## config.mk

```make
export PLATFORM = sky130hd
export DESIGN_NAME = bsds_ctrl
export DESIGN_NICKNAME = d
export VERILOG_FILES = /design/src/rtl/bsds_pkg.sv /design/src/rtl/bsds_ctrl.sv
export SDC_FILE = /design/constraint.sdc
export NUM_CORES = 1
export LEC_CHECK = 0
export ABC_AREA = 1
export BUFFER_PORTS_ARGS = -buffer_cell sky130_fd_sc_hd__buf_4
export CAP_MARGIN = 10
export CORE_UTILIZATION = 40
export CTS_CLUSTER_SIZE = 8
export DETAILED_ROUTE_END_ITERATION = 16
export GPL_ROUTABILITY_DRIVEN = 0
export MAX_ROUTING_LAYER = met4
export PLACE_DENSITY_LB_ADDON = 0.05
export SETUP_SLACK_MARGIN = 0.4
export SYNTH_ARGS = -nofsm -noshare
export SYNTH_HDL_FRONTEND = slang
export SYNTH_SLANG_ARGS = --single-unit
```

## constraint.sdc

```tcl
create_clock -name clk -period 1.4 [get_ports clk]
set_input_delay 0.07 -clock clk [delete_from_list [all_inputs] [get_ports clk]]
set_output_delay 0.07 -clock clk [all_outputs]
set_load 0.02 [all_outputs]
```

## src/rtl/bsds_pkg.sv

```systemverilog
// Package: shared constants, types and control structs of the dipole grid spreader.
package bsds_pkg;

  localparam int GRID_A_MAX = 32;
  localparam int GRID_B_MAX = 32;
  localparam int GRID_C_MAX = 32;
  localparam int MAX_ORDER  = 6;

  localparam int CELLS   = GRID_A_MAX * GRID_B_MAX * GRID_C_MAX;
  localparam int ADDR_W  = $clog2(CELLS);
  localparam int IA_W    = $clog2(GRID_A_MAX);
  localparam int IB_W    = $clog2(GRID_B_MAX);
  localparam int IC_W    = $clog2(GRID_C_MAX);
  localparam int K_W     = $clog2(MAX_ORDER);
  localparam int GSZ_W   = 6;
  localparam int ORD_W   = 3;
  localparam int POS_W   = 21;
  localparam int FRAC_W  = 16;
  localparam int INT_W   = POS_W - FRAC_W;
  localparam int MU_W    = 24;
  localparam int SUM_W   = 48;
  localparam int FRAME_W = 32;
  localparam int RIDX_W  = 15;
  localparam int W_W     = 31;
  localparam int CFG_IW  = 3;
  localparam int CFG_DW  = 6;
  localparam int PH_W    = 3;
  localparam logic [PH_W-1:0] PH_LAST = PH_W'(6);

  localparam logic [1:0] FUNC_SPREAD = 2'd0;
  localparam logic [1:0] FUNC_FRAME  = 2'd1;
  localparam logic [1:0] FUNC_READ   = 2'd2;

  localparam logic [CFG_IW-1:0] REG_NA    = CFG_IW'(0);
  localparam logic [CFG_IW-1:0] REG_NB    = CFG_IW'(1);
  localparam logic [CFG_IW-1:0] REG_NC    = CFG_IW'(2);
  localparam logic [CFG_IW-1:0] REG_ORDER = CFG_IW'(3);

  typedef enum logic [2:0] {
    ST_CLEAR, ST_IDLE, ST_WGT, ST_CELL, ST_DRAIN, ST_RD_SIZE, ST_RD_DATA
  } bsds_state_t;

  typedef struct packed {
    logic signed [SUM_W-1:0] x;
    logic signed [SUM_W-1:0] y;
    logic signed [SUM_W-1:0] z;
  } cell_t;

  typedef struct packed {
    logic             capture;
    logic             frame_bump;
    logic [ORD_W-1:0] q;
    logic [ORD_W-1:0] j;
    logic             w_mul;
    logic             w_sum;
    logic             w_div;
    logic             w_write;
    logic             cell_step;
    logic             clear;
    logic             rd_size;
    logic             out_load;
  } bsds_cmd_t;

  typedef struct packed {
    logic [ORD_W-1:0] order;
    logic             cell_last;
    logic             pipe_busy;
    logic             clear_last;
    logic             out_free;
  } bsds_stat_t;

endpackage

```

## src/rtl/bsds_ctrl.sv

```systemverilog
// Controller: sequences clearing, weight recurrence, cell sweep and reads.
module bsds_ctrl (
  input  logic                 clk,
  input  logic                 rst,
  input  logic                 in_valid,
  input  logic [1:0]           func,
  output logic                 in_stall,
  input  bsds_pkg::bsds_stat_t status,
  output bsds_pkg::bsds_cmd_t  cmd
);
  import bsds_pkg::*;

  bsds_state_t      state, state_next;
  logic [ORD_W-1:0] q, j;
  logic [PH_W-1:0]  ph;
  logic             accept;

  assign accept   = in_valid && (state == ST_IDLE);
  assign in_stall = (state != ST_IDLE);

  always_comb begin
    state_next = state;
    unique case (state)
      ST_CLEAR: if (status.clear_last) state_next = ST_IDLE;
      ST_IDLE: begin
        if (in_valid) begin
          if (func == FUNC_SPREAD) begin
            state_next = (status.order == ORD_W'(1)) ? ST_CELL : ST_WGT;
          end else if (func == FUNC_READ) begin
            state_next = ST_RD_SIZE;
          end
        end
      end
      ST_WGT: begin
        if (ph == PH_LAST && j == '0 && q == status.order) state_next = ST_CELL;
      end
      ST_CELL:    if (status.cell_last) state_next = ST_DRAIN;
      ST_DRAIN:   if (!status.pipe_busy) state_next = ST_IDLE;
      ST_RD_SIZE: state_next = ST_RD_DATA;
      ST_RD_DATA: if (status.out_free) state_next = ST_IDLE;
      default:    state_next = ST_IDLE;
    endcase
  end

  always_comb begin
    cmd            = '0;
    cmd.q          = q;
    cmd.j          = j;
    cmd.capture    = accept;
    cmd.frame_bump = accept && (func == FUNC_FRAME);
    cmd.w_mul      = (state == ST_WGT) && (ph == '0);
    cmd.w_sum      = (state == ST_WGT) && (ph == PH_W'(1));
    cmd.w_div      = (state == ST_WGT) && (ph >= PH_W'(2));
    cmd.w_write    = (state == ST_WGT) && (ph == PH_LAST);
    cmd.cell_step  = (state == ST_CELL);
    cmd.clear      = (state == ST_CLEAR);
    cmd.rd_size    = (state == ST_RD_SIZE);
    cmd.out_load   = (state == ST_RD_DATA) && status.out_free;
  end

  always_ff @(posedge clk) begin
    if (rst) begin
      state <= ST_CLEAR;
      q     <= ORD_W'(2);
      j     <= ORD_W'(1);
      ph    <= '0;
    end else begin
      state <= state_next;
      if (accept) begin
        q  <= ORD_W'(2);
        j  <= ORD_W'(1);
        ph <= '0;
      end else if (state == ST_WGT) begin
        if (ph == PH_LAST) begin
          ph <= '0;
          if (j == '0) begin
            j <= q;
            q <= q + ORD_W'(1);
          end else begin
            j <= j - ORD_W'(1);
          end
        end else begin
          ph <= ph + PH_W'(1);
        end
      end
    end
  end

endmodule

```

* Yosys cells after proc, flatten, opt, wreduce, memory -nomap -nowiden
Cells that the tools add are included.
Storage, ports and cells: flip-flop bits (word level) 12, logic and storage cells 57
Operators by class: $add $sub $neg 3, $lt $le $gt $ge 1, equality and inequality tests 20, muxes and demuxes 12, reductions and logical operators 17
Operators with widths (number):
- two-way mux 3 bit | 10
- case mux 3 bit (7 select lines) | 1
- equality test 3 bit (second input constant) | 4
- != test 2 bit (second input constant) | 6
- equality test 3 x 1 -> 1 bit (second input constant) | 3
- logical AND 1 bit | 9
- logical NOT 3 bit | 3
- AND reduction 7 bit | 1
- adder 3 x 1 -> 3 bit (second input constant) | 2
- equality test 3 x 2 -> 1 bit (second input constant) | 2
- != test 3 x 1 -> 1 bit (second input constant) | 2
- equality test 3 bit | 1
- >= comparator 3 x 2 -> 1 bit (second input constant) | 1
- AND reduction 3 bit | 1
- subtractor 3 x 1 -> 3 bit (second input constant) | 1
- equality test 2 x 1 -> 1 bit (second input constant) | 1
- equality test 2 bit (second input constant) | 1
- logical NOT 2 bit | 1
- AND reduction 2 bit | 1
- OR reduction 2 bit | 1
- two-way mux 1 bit | 1

* Depth between registers and ports, before layout
word-level depth 5, gate-level depth with buffers 9

* Least setup slack after synthesis
Ideal clock, no wire load.
path type register to register, start point register j[0], end point register state[2], data arrival time 1.285 ns, path slack 0.000 ns, cell stages (with the launch flop) 9, path buffers 0, clock period less this slack 1.400 ns, cells stage by stage dfxtp_1 inv_1 ha_1 nand2_1 nor2_4 nand3_1 nand2_1 a21oi_1 nor2_1
Between the ends: word-level cells in the longest chain between the ends 5
Ends and longest elaborated chain:
- from (decl) | line bsds_ctrl.sv:14 | logic [ORD_W-1:0] q, j;
- from (signal assigned) | line bsds_ctrl.sv:77 | j <= q;
- from (signal assigned) | line bsds_ctrl.sv:80 | j <= j - ORD_W'(1);
- logical NOT 3 bit | line bsds_ctrl.sv:35 | if (ph == PH_LAST && j == '0 && q == status.order) state_next = ST_CELL;
- logical AND 1 bit (2 in series) | line bsds_ctrl.sv:35
- != test 2 bit (no source line)
- AND reduction 7 bit (no source line)
- to (signal assigned) | line bsds_ctrl.sv:68 | state <= state_next;
- to (decl) | line bsds_ctrl.sv:13 | bsds_state_t state, state_next;
Every way passes these cells. A chain may end at the register's enable or synchronous reset.

==> reports/metrics.cfg <==
[outcome]
status = completed

[critical_path]
reg2reg_depth = 9
endpoint_kind = output port
path_class = reg -> out
r2r_setup_slack_ns = 0.12
crit_start = state[1]$_SDFFE_PP0P_
regToRegStartpoint = j[0]$_SDFFE_PP1P_
cpMaxStageDelayCell = dfxtp_4
cp.arrival_ns = 1.22
crit_top_cell = buf_6
start_kind = register
required_ns = 1.33
cp_max_fo = 7
regToRegEndpoint = state[2]$_SDFFE_PP0P_
crit_chain = nand3_4 -> buf_6 -> nor3_4 -> buf_6
slowest_delay_ns = 0.42

[power_and_ir_drop]
powerDensity_nw_per_um2 = 1470
ir_drop_v = 0.00132
total_power_mw = 2.39
comb_power_share_pct = 69.3
internal_power_mw = 1.31
swShare_pct = 45.3
pwr-share-clk_pct = 9.0
p_seq_share_pct = 21.6
switchingPower_mw = 1.08
power_leakage_nw = 0.733

[drt]
drcViolationCount = 0
dr.first_iter.drc_count = 17
viasPerCell = 4.97
drt.antenna.violating_nets = 0
drt_wl_total_um = 2610
vias = 1059
first_pass_iters = 4
routedWlPerCell_um = 12.3

[timing]
drv_slew = 0
rsz0062_at_grt = true
skew_ns = 0.0111
hold_viol = 0
min_period_ns = 1.29
fin_ws_ns = 0.114
worst_pin_slew_ns = 0.227
max_freq_ghz = 0.777
fin_crit_sh_pct = 91.9
tns_ns = 0
setup_viol = 0
maxSlewHeadroom_pct = 84.8

[clock_tree]
clk_pin_slew_worst_paths_ns = 0.08
h-tree-depth = 1
tritoncts = yes
root_buffer = clkbuf_4
cts_max_path_buffers = 2
clkSinkCount = 12
worstSkewPairLatency_ns = 0.27
cts_made_buffers = 3

[layout]
fin_cells = 213
drive_above_1_share_pct = 61.8
layout_commonest_cell = buf_4
layout_common_cells = 34 x buf_4, 17 x nand2_1, 17 x buf_6
area_growth_pct = 83.0
final_nets = 202
diodes = 0

[global_route]
grt_max_degree = 8
grt_usage_pct = 20.4
grt_pass1_wl_um = 3830
antenna_found_initial = 0
grt_pass1_vias = 932
grt_overflow_total = 0

[synth]
synth-seq-cells = 12
synthesis.area_per_instance_um2 = 6.78
yosysUniqueCellTypes = 26
syn_inst = 131
syn_nets = 146
ys_warn_count = 0
yosysSeqAreaShare_pct = 27.0
synth_area_um2 = 888

[placement]
dp_slack_ns = 0.135
dpl.hpwl_um = 1600
port_buffers = 28
dp_cells = 184

[floorplanning]
die_y_um = 49.1
row_count = 16
ioPinCount = 29
die_area_um2 = 2410
start_util_pct = 43.9
die_w_um = 49.1
coreArea_um2 = 2020

[min_path]
hold_end = q[1]$_SDFFE_PP1P_
whs_path_depth = 3
holdCritPathClass = in -> reg
min_from = rst

[flow_run]
maxCapViolations = 0

## per-layer routing
layer	global-route usage, %	vias to the layer above	routed length (um)
li1	-	537	-
met1	26.3	488	1210
met2	32.4	30	1240
met3	4.05	4	124
met4	4.90	0	35
met5	-	-	0
## synth_stat cells
cell	instances	area [um^2]
nand3_4	1	17.5
o21ai_2	1	8.76
inv_1	16	60.1
nand2_1	26	97.6
xor2_1	1	8.76
and2_1	1	6.26
inv_4	2	12.5
ha_1	3	37.5
o21ai_0	5	25.0
xnor2_1	1	8.76
nor3_1	6	30.0
nand2_4	1	11.3
or2_2	1	6.26
o21ai_1	1	5.00
a21oi_1	7	35.0
dfxtp_1	12	240
inv_2	2	7.51
nor2_4	5	56.3
nor3b_2	1	12.5
a31oi_1	1	6.26
and3_1	1	6.26
nand3_2	4	40.0
nand3_1	15	75.1
or2_1	1	6.26
buf_4	2	15.0
nor2_1	14	52.6
## sequential cells by signal, indices dropped and copies added, names as in the netlist
register and cells:
q 3, j 3, state 3, ph 3
## worst max-delay path by stage
| stage | endpoint | slack (ns) | cells past startpoint |
|---|---|---|---|
| 4_1_cts | cmd[6] | 0.10 | 5 |
| 5_1_grt | cmd[6] | 0.04 | 4 |
| 6_report | cmd[6] | 0.11 | 4 |
| 2_1_floorplan | q[2]$_SDFFE_PP0P_ | 0.20 | 7 |
| 3_3_place_gp | state[2]$_SDFFE_PP0P_ | 0.14 | 8 |
| 3_5_place_dp | j[0]$_SDFFE_PP1P_ | 0.13 | 6 |
## cell families after synthesis
| kind of cell | count (synthesis) | synth area share [%] |
|---|---|---|
| flops | 12 | 27.0 |
| xor+xnor | 2 | 1.97 |
| compound gates | 15 | 9.01 |
| simple gates | 77 | 47.0 |
| fa+ha+maj | 3 | 4.23 |
| buf+inv | 22 | 10.7 |
## power groups by stage
stage                     Sequential [mW]  Combinational [mW]  Clock (mW)
final                               0.518                1.66       0.216
after global routing                0.529                1.77       0.244
after CTS                           0.495                1.35       0.218
after detailed placement            0.527               0.935           0
after global placement              0.521               0.930           0
after floorplan                     0.469               0.779           0
## critical path: cells and delay by family, from the launching register on
family        cells  cell delay, ns
flops             1            0.42
buf+inv           2            0.29
simple gates      2            0.24
## cell type report
| cell class | count | area (um^2) |
|---|---|---|
| sequential | 12 | 264 |
| inverter | 20 | 97.6 |
| clock buffer | 3 | 22.5 |
| fill | 116 | 397 |
| timing repair buffer | 53 | 477 |
| tap | 27 | 33.8 |
| multi-input combinational | 97 | 727 |
| clock inverter | 1 | 3.75 |
## metrics by stage
step | hold slack (ns) | instance area [um^2] | utilization, %
floorplan | 0.132 | 972 | -
detailed placement | 0.278 | 1200 | 59.2
global route | 0.0996 | 1630 | 80.4
finish | 0.0889 | 1630 | 80.4
CTS | 0.0709 | 1460 | 72.2
global placement | 0.278 | 1200 | 59.2
## timing repair
action                                  CTS  global route
hold endpoints to repair                  1             0
endpoints found under the setup margin   23            24
hold buffers                              1             0
setup buffers                            18             6
pin swaps                                 4            10
resized for setup                        27            33
No activity file was read; power rests on OpenSTA's default activity.
